## src/sv/sts_pkg.sv

```systemverilog
// ----------------------------------------------------------------------------
// sts_pkg: shared types, constants and arithmetic helpers
// Sizes of the tableau, word layouts and the saturating Q16.16 helpers.
// ----------------------------------------------------------------------------
`default_nettype none

package sts_pkg;

  localparam int MAX_ROWS   = 8;
  localparam int MAX_COLS   = 16;
  localparam int FRAC_BITS  = 16;
  localparam int STRIDE     = MAX_COLS + 1;
  localparam int DATA_W     = 32;
  localparam int PROD_W     = 2 * DATA_W;
  localparam int ROW_W      = $clog2(MAX_ROWS);
  localparam int COL_W      = $clog2(MAX_COLS);
  localparam int JCOL_W     = $clog2(STRIDE);
  localparam int WADDR_W    = $clog2(MAX_ROWS * STRIDE);
  localparam int CADDR_W    = ROW_W + COL_W;
  localparam int ACC_W      = DATA_W + FRAC_BITS + ROW_W + 1;
  localparam int CFG_IDX_W  = 2;
  localparam int CFG_DATA_W = 8;
  localparam int IT_W       = 8;
  localparam int NREG_W     = 4;
  localparam int NCOL_W     = $clog2(MAX_COLS + 1);

  localparam logic signed [DATA_W-1:0] INT_MAX = {1'b0, {(DATA_W-1){1'b1}}};
  localparam logic signed [DATA_W-1:0] INT_MIN = {1'b1, {(DATA_W-1){1'b0}}};
  localparam logic signed [DATA_W-1:0] Q_ONE   = DATA_W'(1) << FRAC_BITS;

  typedef logic [1:0] kind_t;
  localparam kind_t KIND_COST  = 2'd0;
  localparam kind_t KIND_COEF  = 2'd1;
  localparam kind_t KIND_RHS   = 2'd2;
  localparam kind_t KIND_SOLVE = 2'd3;

  typedef logic [1:0] status_t;
  localparam status_t STATUS_OPTIMAL   = 2'd0;
  localparam status_t STATUS_UNBOUNDED = 2'd1;
  localparam status_t STATUS_LIMIT     = 2'd2;

  localparam logic RK_OBJECTIVE = 1'b0;
  localparam logic RK_BASIC     = 1'b1;

  typedef logic [CFG_IDX_W-1:0] cfg_idx_t;
  localparam cfg_idx_t CFG_NUM_CONSTRAINTS = 2'd0;
  localparam cfg_idx_t CFG_NUM_VARIABLES   = 2'd1;
  localparam cfg_idx_t CFG_MINIMIZE        = 2'd2;
  localparam cfg_idx_t CFG_ITERATION_LIMIT = 2'd3;

  typedef struct packed {
    kind_t                    kind;
    logic [2:0]               row;
    logic [3:0]               col;
    logic signed [DATA_W-1:0] value;
    logic                     relation_ge;
  } in_word_t;

  typedef struct packed {
    logic                     result_kind;
    logic [3:0]               var_index;
    logic signed [DATA_W-1:0] result_value;
    status_t                  status;
    logic                     last;
  } out_word_t;

  // Saturate a wide signed value to the 32-bit range.
  function automatic logic signed [DATA_W-1:0] sat64(input logic signed [PROD_W-1:0] v);
    logic signed [DATA_W-1:0] r;
    if (v > PROD_W'(INT_MAX)) r = INT_MAX;
    else if (v < PROD_W'(INT_MIN)) r = INT_MIN;
    else r = v[DATA_W-1:0];
    return r;
  endfunction

  // Negate with saturation of the most negative value.
  function automatic logic signed [DATA_W-1:0] neg32(input logic signed [DATA_W-1:0] v);
    logic signed [DATA_W-1:0] r;
    if (v == INT_MIN) r = INT_MAX;
    else r = -v;
    return r;
  endfunction

  function automatic logic [WADDR_W-1:0] widx(input logic [ROW_W-1:0] r,
                                              input logic [JCOL_W-1:0] c);
    return WADDR_W'(r) * WADDR_W'(STRIDE) + WADDR_W'(c);
  endfunction

endpackage

`default_nettype wire

```

## src/sv/sts_divider.sv

```systemverilog
// ----------------------------------------------------------------------------
// sts_divider: radix-2 restoring divider for the pivot row
// Computes sat32((a << FRAC_BITS) / d) for d > 0, truncating toward zero.
// ----------------------------------------------------------------------------
`default_nettype none

module sts_divider (
  input  wire logic                              clk,
  input  wire logic                              rst,
  input  wire logic                              start,
  input  wire logic signed [sts_pkg::DATA_W-1:0] dividend,
  input  wire logic signed [sts_pkg::DATA_W-1:0] divisor,
  output logic                                   done,
  output logic signed [sts_pkg::DATA_W-1:0]      quotient
);

  localparam int NUM_W = sts_pkg::DATA_W + sts_pkg::FRAC_BITS;
  localparam int CNT_W = $clog2(NUM_W + 1);

  logic                       busy;
  logic [CNT_W-1:0]           count;
  logic [sts_pkg::DATA_W-1:0] rem;
  logic [NUM_W-1:0]           quo;
  logic [sts_pkg::DATA_W-1:0] dvs;
  logic                       negative;
  logic [sts_pkg::DATA_W:0]   trial;
  logic                       fits;
  logic [NUM_W-1:0]           quo_next;
  logic [sts_pkg::DATA_W-1:0] mag_a;

  assign mag_a    = dividend[sts_pkg::DATA_W-1] ? -dividend : dividend;
  assign trial    = {rem, quo[NUM_W-1]};
  assign fits     = trial >= {1'b0, dvs};
  assign quo_next = {quo[NUM_W-2:0], fits};

  always_ff @(posedge clk) begin
    done <= 1'b0;
    if (rst) begin
      busy  <= 1'b0;
      count <= '0;
    end else if (start) begin
      busy     <= 1'b1;
      count    <= CNT_W'(NUM_W);
      rem      <= '0;
      quo      <= {mag_a, {sts_pkg::FRAC_BITS{1'b0}}};
      dvs      <= divisor;
      negative <= dividend[sts_pkg::DATA_W-1];
    end else if (busy) begin
      rem   <= fits ? sts_pkg::DATA_W'(trial - {1'b0, dvs}) : trial[sts_pkg::DATA_W-1:0];
      quo   <= quo_next;
      count <= count - 1'b1;
      if (count == CNT_W'(1)) begin
        busy <= 1'b0;
        done <= 1'b1;
        if (negative) begin
          quotient <= sts_pkg::sat64(-$signed({{sts_pkg::PROD_W-NUM_W{1'b0}}, quo_next}));
        end else begin
          quotient <= sts_pkg::sat64($signed({{sts_pkg::PROD_W-NUM_W{1'b0}}, quo_next}));
        end
      end
    end
  end

endmodule

`default_nettype wire

```

## config.mk

```make
export PLATFORM = sky130hd
export DESIGN_NAME = sts_divider
export DESIGN_NICKNAME = d
export VERILOG_FILES = /design/src/sv/sts_pkg.sv /design/src/sv/sts_divider.sv
export SDC_FILE = /design/constraint.sdc
export NUM_CORES = 1
export LEC_CHECK = 0
export ABC_AREA = 1
export BUFFER_PORTS_ARGS = -buffer_cell sky130_fd_sc_hd__buf_2
export CORE_ASPECT_RATIO = 0.75
export CORE_MARGIN = 2
export CORE_UTILIZATION = 35
export DETAILED_ROUTE_END_ITERATION = 8
export GPL_TIMING_DRIVEN = 0
export RECOVER_POWER = 100
export SLEW_MARGIN = 30
export SYNTH_ARGS = -nofsm -noshare
export SYNTH_HDL_FRONTEND = slang
export SYNTH_SLANG_ARGS = --single-unit
export TNS_END_PERCENT = 30
```

## constraint.sdc

```tcl
create_clock -name clk -period 9.79 [get_ports clk]
set_input_delay 1.958 -clock clk [delete_from_list [all_inputs] [get_ports clk]]
set_output_delay 1.958 -clock clk [all_outputs]
set_load 0.005 [all_outputs]
```

## Word level (Yosys, flattened, before mapping)

Index checks and enable logic that the tools add are counted.

- Latch bits: 0
- Bits in writable memories: 0
- Output and inout bits: 33
- Memories kept: 0
- Word-level logic and storage cells: 43
- ROM bits: 0
- Input port bits: 67
- Register bits after elaboration: 153

- Multiplexer cells: 15
- Shift operators: 0
- Equality and inequality tests: 1
- Multipliers: 0
- Reduce and logical (&&, ||, !) cells: 6
- Bitwise operators: 3
- $lt $le $gt $ge: 4
- $add $sub $neg: 4
- Divide/modulo/power cells: 0

Operator list:

| operator | count |
|---|---|
| two-way mux 32 bit | 7 |
| two-way mux 48 bit | 2 |
| > comparator 64 x 32 -> 1 bit (second input constant) | 1 |
| < comparator 64 x 32 -> 1 bit (second input constant) | 1 |
| negator 48 -> 64 bit | 1 |
| > comparator 48 x 31 -> 1 bit (second input constant) | 1 |
| >= comparator 33 x 32 -> 1 bit | 1 |
| negator 32 bit | 1 |
| subtractor 32 bit | 1 |
| two-way mux 6 bit | 2 |
| == test 6 x 1 -> 1 bit (second input constant) | 1 |
| subtractor 6 x 1 -> 6 bit (second input constant) | 1 |
| two-way mux 1 bit | 4 |
| AND reduction 2 bit | 2 |
| AND reduction 4 bit | 1 |
| NOT 1 bit | 3 |
| OR reduction 3 bit | 1 |
| nonzero test 2 bit | 1 |
| OR reduction 2 bit | 1 |

## Depth between registers and ports, before layout

Gate-level depths: netlist of the first run.

- Depth after elaboration: 6
- Depth in mapped cells: 33

## Worst setup path after synthesis of the first run

No wires, ideal clock.

- Kind: input -> register
- From: in start
- To: reg quo[0], enable pin
- Slack: 3.800 ns
- Data arrival time: 5.549 ns
- Library setup time: 0.441 ns
- Path buffers: 1
- Stages on the path: 5
- Data required time: 9.349 ns
- Cells stage by stage: inv_1 -> clkbuf_1 -> nor2_1 -> inv_1 -> nand2_1

- Word-level cells in the longest chain between the ends: 2

Ends and longest elaborated chain:

| element | RTL line | text |
|---|---|---|
| start: declaration | sts_divider.sv:10 | `input wire logic start,` |
| nonzero test 2 bit (no source line) | - |  |
| AND reduction 2 bit (no source line) | - |  |
| end signal: assignment | sts_divider.sv:45 | `quo <= {mag_a, {sts_pkg::FRAC_BITS{1'b0}}};` |
| end signal: assignment | sts_divider.sv:50 | `quo <= quo_next;` |
| end: declaration | sts_divider.sv:23 | `logic [NUM_W-1:0] quo;` |

No other way between the ends.
A chain may end at the register's enable or synchronous reset.

## Worst setup path after layout of the first run

- From: in start
- To: reg quo[8], enable pin

The elaborated chain is that of the path after synthesis.

==> flow_metrics.py, run 1 <==
metrics = {
    "route": {
        "final_antenna_net_count": 0,
        "avgRoutedWirePerCell_um": 15.1,
        "drt_iter0_drc": 755,
        "avgViaCountPerCell": 4.87,
        "wl_mm": 26.8,
        "dr.pass1.iters": 6,
        "drc_errors": 0,
        "num_vias": 8656,
    },
    "outcome": {
        "status": "finished, violations left",
        "violations": "capacitance limit, slew limit",
    },
    "logic_synthesis": {
        "ys_seq_area_share_pct": 44.8,
        "synth_cell_types": 39,
        "synth_top_cell_by_area": "edfxtp_1",
        "synth_area_leaders": "edfxtp_1 43%, nand2_1 9.2%, nor2_1 7.2%, inv_1 6.1%, xor2_1 5.5%",
        "syn_nets": 1362,
        "synth_seq_cells": 153,
        "synth_edf_count": 145,
        "syn_avg_cell_area_um2": 8.01,
        "synth_cells": 1257,
        "ys.flop_type": "edfxtp_1",
        "async_flop_share_pct": 0,
        "yosys_warnings": 0,
        "yosysTopAreaCellShare_pct": 43.2,
        "netlist_area_um2": 10100,
    },
    "die": {
        "design.core.area_um2": 28200,
        "start_util_pct": 35.7,
        "rows": 53,
        "die_width_um": 200,
        "die_y_um": 151,
        "pin_count": 100,
        "die-area_um2": 30200,
    },
    "pwr": {
        "p_int_mw": 1.33,
        "seqPwrFrac_pct": 42.7,
        "p_sw_share_pct": 32.0,
        "pwr-share-clk_pct": 33.8,
        "ir_drop_uv": 107,
        "p_leak_nw": 4.73,
        "comb_power_share_pct": 23.6,
        "p_per_area_nw_per_um2": 169,
        "p_switching_mw": 0.628,
    },
    "sta": {
        "rsz0062_at_grt": "no",
        "worst-slew-pin-transition_ps": 1730,
        "finalSetupTns_ps": 0,
        "period_needed_ps": 5690,
        "hold_violations": 0,
        "slew_headroom_pct": -15.8,
        "drv_slew": 37,
        "finalSetupViolations": 0,
        "fmax_ghz": 0.176,
        "period_share_pct": 58.1,
        "fin_skew_ps": 8.42,
    },
    "critical_path": {
        "startpoint": "start",
        "reg2reg_depth": 26,
        "end_kind": "flip-flop",
        "arrival_ps": 5810,
        "cp_top_family": "simple AND/OR/NAND/NOR gates",
        "r2r_start": "rem[27]",
        "crit_end": "quo[8]",
        "start_kind": "input pin",
        "worstSetupPathType": "in -> reg",
        "cp_cell_sequence": "clkbuf_1, inv_1, clkbuf_1, nor2_1, inv_1, nand2_1, buf_16",
        "critPathBufInv": 5,
        "cp_slowest_cell": "nand2_1",
        "crit_path_max_fanout": 44,
        "worst-endpoint-required_ps": 9910,
        "max_stage_delay_ps": 1290,
        "crit_cells": 7,
        "r2r_slack_ps": 4350,
        "r2r-end": "quotient[1]",
    },
    "layout": {
        "antenna_cells": 0,
        "syn_to_final_growth_pct": 14.8,
        "drive_above_1_share_pct": 8.05,
        "nets": 1483,
        "fin_util_pct": 41.0,
    },
    "clock_network": {
        "post_cts_buffers": 0,
        "clk_pin_slew_ps": 60,
        "root_buffer": "clkbuf_16",
        "clkLatencyLatePin_ps": 440,
        "holdBufCountCts": 0,
        "cts.sinks": 153,
        "cts_made_buffers": 17,
        "cts_tree": "built",
        "cts-resized-gates": 0,
        "cts_htree_levels": 4,
        "clockBufferDepth": 2,
    },
    "job": {
        "drv_cap": 1,
    },
    "global_route": {
        "grt_pass1_wl_mm": 43.1,
        "antenna_found_initial": 0,
        "grt_overflow": 0,
        "grt_pass1_vias": 8130,
        "grt_max_degree": 45,
        "grt_usage_pct": 18.4,
    },
    "worst_hold_path": {
        "min-delay-start": "count[1]",
        "worst_hold_path_type": "reg -> reg",
    },
    "placement": {
        "place_congestion": 0.905,
        "hpwl_mm": 20.7,
        "io_buffers": 99,
    },
}
tightest hold or removal path, delay by kind of cell (launching register included):
family,cells,cell delay (ps)
AOI/OAI and AO/OA,1,60
DFF,1,330
and+or+nand+nor,1,90
cell usage after synthesis, types with 20 or more instances:
| cell | n |
|---|---|
| a21oi_1 | 101 |
| clkbuf_1 | 26 |
| edfxtp_1 | 145 |
| ha_1 | 37 |
| inv_1 | 164 |
| nand2_1 | 247 |
| nand3_1 | 41 |
| nand4_1 | 20 |
| nor2_1 | 192 |
| nor3_1 | 22 |
| o21ai_0 | 77 |
| xnor2_1 | 29 |
| xor2_1 | 63 |
power groups by stage:
| stage | clock network (mW) | logic (mW) | registers, mW |
|---|---|---|---|
| after floorplan | 0 | 0.340 | 0.833 |
| after global placement | 0 | 0.450 | 0.850 |
| after detailed placement | 0 | 0.460 | 0.848 |
| after CTS | 0.672 | 0.465 | 0.834 |
| after global routing | 0.699 | 0.526 | 0.843 |
| final | 0.662 | 0.462 | 0.836 |
metrics by stage:
| stage | cells | cell area (um2) | setup slack (ps) | total power [mW] | hold slack (ps) |
|---|---|---|---|---|---|
| 5_1_grt | 1776 | 11600 | 3720 | 2.07 | 557 |
| 3_3_place_gp | 1741 | 11100 | 1320 | 1.30 | 493 |
| 3_5_place_dp | 1744 | 11200 | 5160 | 1.31 | 513 |
| 6_report | 1776 | 11600 | 4100 | 1.96 | 525 |
| 4_1_cts | 1776 | 11700 | 5140 | 1.97 | 523 |
| 2_1_floorplan | 1257 | 10100 | 3800 | 1.17 | 475 |
per-layer routing:
metal  global-route usage [%]  wire (um)  vias to the layer above  share of wire [%]
met2                     25.3      10500                      223                 39
met4                     5.22        373                        0                1.4
met5                        0          0                        -                  0
met3                     3.43       1500                       28                5.6
met1                     29.0      14400                     4000                 54
li1                         -          -                     4405                  -
how the worst min path moves through the flow:
stage | endpoint | slack [ps] | cells past startpoint
6_report | count[1] | 530 | 2
5_1_grt | count[2] | 560 | 2
4_1_cts | count[1] | 520 | 2
3_5_place_dp | count[1] | 510 | 2
3_3_place_gp | count[1] | 490 | 2
2_1_floorplan | count[4] | 480 | 2
cell type report:
cell class / count / area (um2)
Inverter: 170 / 638
Multi-Input combinational cell: 903 / 4760
Tap cell: 385 / 482
Clock inverter: 15 / 148
Clock buffer: 17 / 425
Fill cell: 2916 / 16600
Sequential cell: 153 / 4510
Buffer: 31 / 116
Timing Repair Buffer: 102 / 482
registers in the layout, indices dropped and copies added, names as in the netlist:
signal and count:
quo 48, negative 1, done 1, quotient 32, rem 32, busy 1
dvs 32, count 6
cell families after synthesis:
kind of cell / after synthesis / share of synthesized area (%)
AOI/OAI and AO/OA: 212 / 11.2
xor gates and xnor gates: 92 / 8.00
adders and majority gates: 38 / 4.79
buffers and inverters: 201 / 7.71
DFF: 153 / 44.8
and+or+nand+nor: 561 / 23.5
placed cells by master (no fill, tap or decap), types with 8 or more instances in the layout:
cell	netlist	routed
edfxtp_1	145	145
clkbuf_1	26	71
a21oi_1	101	101
a31oi_1	8	8
nand2_1	247	250
ha_1	37	37
dfxtp_1	8	8
xnor2_1	29	29
o21ai_0	77	78
nor4_1	8	8
nor3_1	22	22
nand3_1	41	41
buf_2	0	60
inv_1	164	164
xor2_1	63	63
nand4_1	20	20
nor2_1	192	195
clkbuf_16	0	17
Power figures use the tool's default switching activity.
==> inputs of run 2 (changes only) <==
Clock period 9.79 ns to 5.5 ns, I/O delays scaled along.
==> run 2 against run 1 <==
Effect of this change: the run now ends clean; register-to-register slack got worse by 3800 ps; design area grew 0.24%; clock power grew 78%; highest routed layer unchanged; clock-buffer cell count is the same; core utilization rose by 0.098 points; hold slack improved by 1.9 ps; critical path type is now reg -> reg; total power increased by 78%.
==> flow_metrics.py, run 2 (synthesized netlist as in run 1, its figures left out) <==
metrics = {
    "outcome": {
        "status": "complete, no violations",
    },
    "global_route": {
        "grt_overflow": 0,
        "grt_pass1_wl_mm": 43.1,
        "grt_max_degree": 45,
        "antenna_found_initial": 0,
        "grt_pass1_vias": 8130,
        "grt_usage_pct": 18.4,
    },
    "critical_path": {
        "worst-endpoint-required_ps": 5660,
        "worstSetupPathType": "reg -> reg",
        "crit_path_max_fanout": 10,
        "max_stage_delay_ps": 790,
        "cp_slowest_cell": "a31oi_1",
        "arrival_ps": 5090,
        "crit_top_cell": "a21oi_1",
        "end_kind": "flip-flop",
        "cp_cell_sequence": "ha_1, a21oi_1, nand2_1, a21oi_1, nand2_1, nor2_1, nand2_4, inv_1, ha_1, nand4_1, inv_2, nand2_2, nor2_1, nand4_1, a31oi_1, clkbuf_1, a21oi_1",
        "start_kind": "flip-flop",
    },
    "layout": {
        "nets": 1483,
        "syn_to_final_growth_pct": 15.1,
        "antenna_cells": 0,
        "drive_above_1_share_pct": 8.41,
        "final_cells": 1776,
        "final_cell_mix": "248 x nand2_1, 195 x nor2_1, 164 x inv_1",
        "final_common_cell": "nand2_1",
        "largest_reg_flops": 48,
        "fin_util_pct": 41.1,
        "largest_register": "quo",
    },
    "pwr": {
        "p_sw_share_pct": 32.0,
        "ir_drop_uv": 178,
        "p_switching_mw": 1.12,
        "p_int_mw": 2.37,
        "seqPwrFrac_pct": 42.7,
        "p_per_area_nw_per_um2": 301,
        "fin_total_pwr_mw": 3.49,
        "pwr-share-clk_pct": 33.8,
        "comb_power_share_pct": 23.6,
        "p_leak_nw": 4.74,
    },
    "clock_network": {
        "root_buffer": "clkbuf_16",
        "clockBufferDepth": 2,
        "cts_tree": "built",
        "holdBufCountCts": 0,
        "cts-resized-gates": 0,
        "cts_made_buffers": 17,
        "clkLatencyLatePin_ps": 440,
        "post_cts_buffers": 0,
        "cts_htree_levels": 4,
        "clk_pin_slew_ps": 60,
        "cts.sinks": 153,
    },
    "sta": {
        "fmax_ghz": 0.203,
        "slew_headroom_pct": 14.4,
        "hold_violations": 0,
        "fin_ws_ps": 575,
        "finalSetupViolations": 0,
        "period_needed_ps": 4920,
        "drv_slew": 0,
        "worst-slew-pin-transition_ps": 1280,
        "period_share_pct": 89.5,
        "fin_skew_ps": 11.2,
        "rsz0062_at_grt": "no",
    },
    "route": {
        "drt_iter0_drc": 743,
        "final_antenna_net_count": 0,
        "num_vias": 8655,
        "avgViaCountPerCell": 4.87,
        "wl_mm": 26.8,
        "dr.pass1.iters": 5,
        "drc_errors": 0,
        "avgRoutedWirePerCell_um": 15.1,
    },
    "job": {
        "drv_cap": 0,
    },
    "die": {
        "start_util_pct": 35.7,
        "design.core.area_um2": 28200,
        "die_y_um": 151,
        "pin_count": 100,
        "die_width_um": 200,
        "rows": 53,
        "die-area_um2": 30200,
    },
    "placement": {
        "io_buffers": 99,
        "dp.cells": 1744,
        "hpwl_mm": 20.7,
        "place_congestion": 0.905,
        "dp_worst_setup_slack_ps": 874,
    },
    "worst_hold_path": {
        "worst_hold_path_type": "reg -> reg",
    },
}
## run 2: area by class of cell
class | instances | area, um2
Tap cell | 385 | 482
Clock buffer | 17 | 425
Fill cell | 2915 | 16600
Clock inverter | 15 | 148
Inverter | 170 | 638
Sequential cell | 153 | 4510
Timing Repair Buffer | 102 | 482
Buffer | 31 | 139
Multi-Input combinational cell | 903 | 4760
## run 2: through the flow
step                      hold WS, ps  cell area (um2)  setup TNS [ps]
after global placement            493            11100         -167920
after CTS                         523            11700               0
after detailed placement          513            11200               0
after global routing              557            11600               0
after floorplan                   475            10100               0
final                             527            11600               0
## run 2: path summary, 6_finish.rpt
path,from,end,slack (ps),depth (start not counted)
max,rem[27],quotient[13],580,17
min,count[1],count[1],530,2
max reg2reg,rem[27],quotient[13],580,17
min reg2reg,count[1],count[1],530,2
## run 2: power groups by stage
stage | registers, mW | logic (mW) | clock network, mW
2_1_floorplan | 1.48 | 0.606 | 0
3_3_place_gp | 1.51 | 0.801 | 0
3_5_place_dp | 1.51 | 0.820 | 0
4_1_cts | 1.48 | 0.827 | 1.20
5_1_grt | 1.50 | 0.936 | 1.24
6_report | 1.49 | 0.822 | 1.18
## run 2: metal layers
metal	global-route usage, %	part of all wire [%]	up-vias
met5	0	0	-
met4	5.22	1.3	0
met3	3.43	5.8	25
met2	25.3	39	235
met1	29.0	54	3996
li1	-	-	4399
## run 2: worst max-delay path, delay by kind of cell (launching register included)
kind                     cells  cell delay [ps]
flip-flops                   1              400
AO/OA/AOI/OAI                4             1340
adder cells (fa/ha/maj)      2              620
buffers and inverters        3              780
AND/OR/NAND/NOR              8             1510
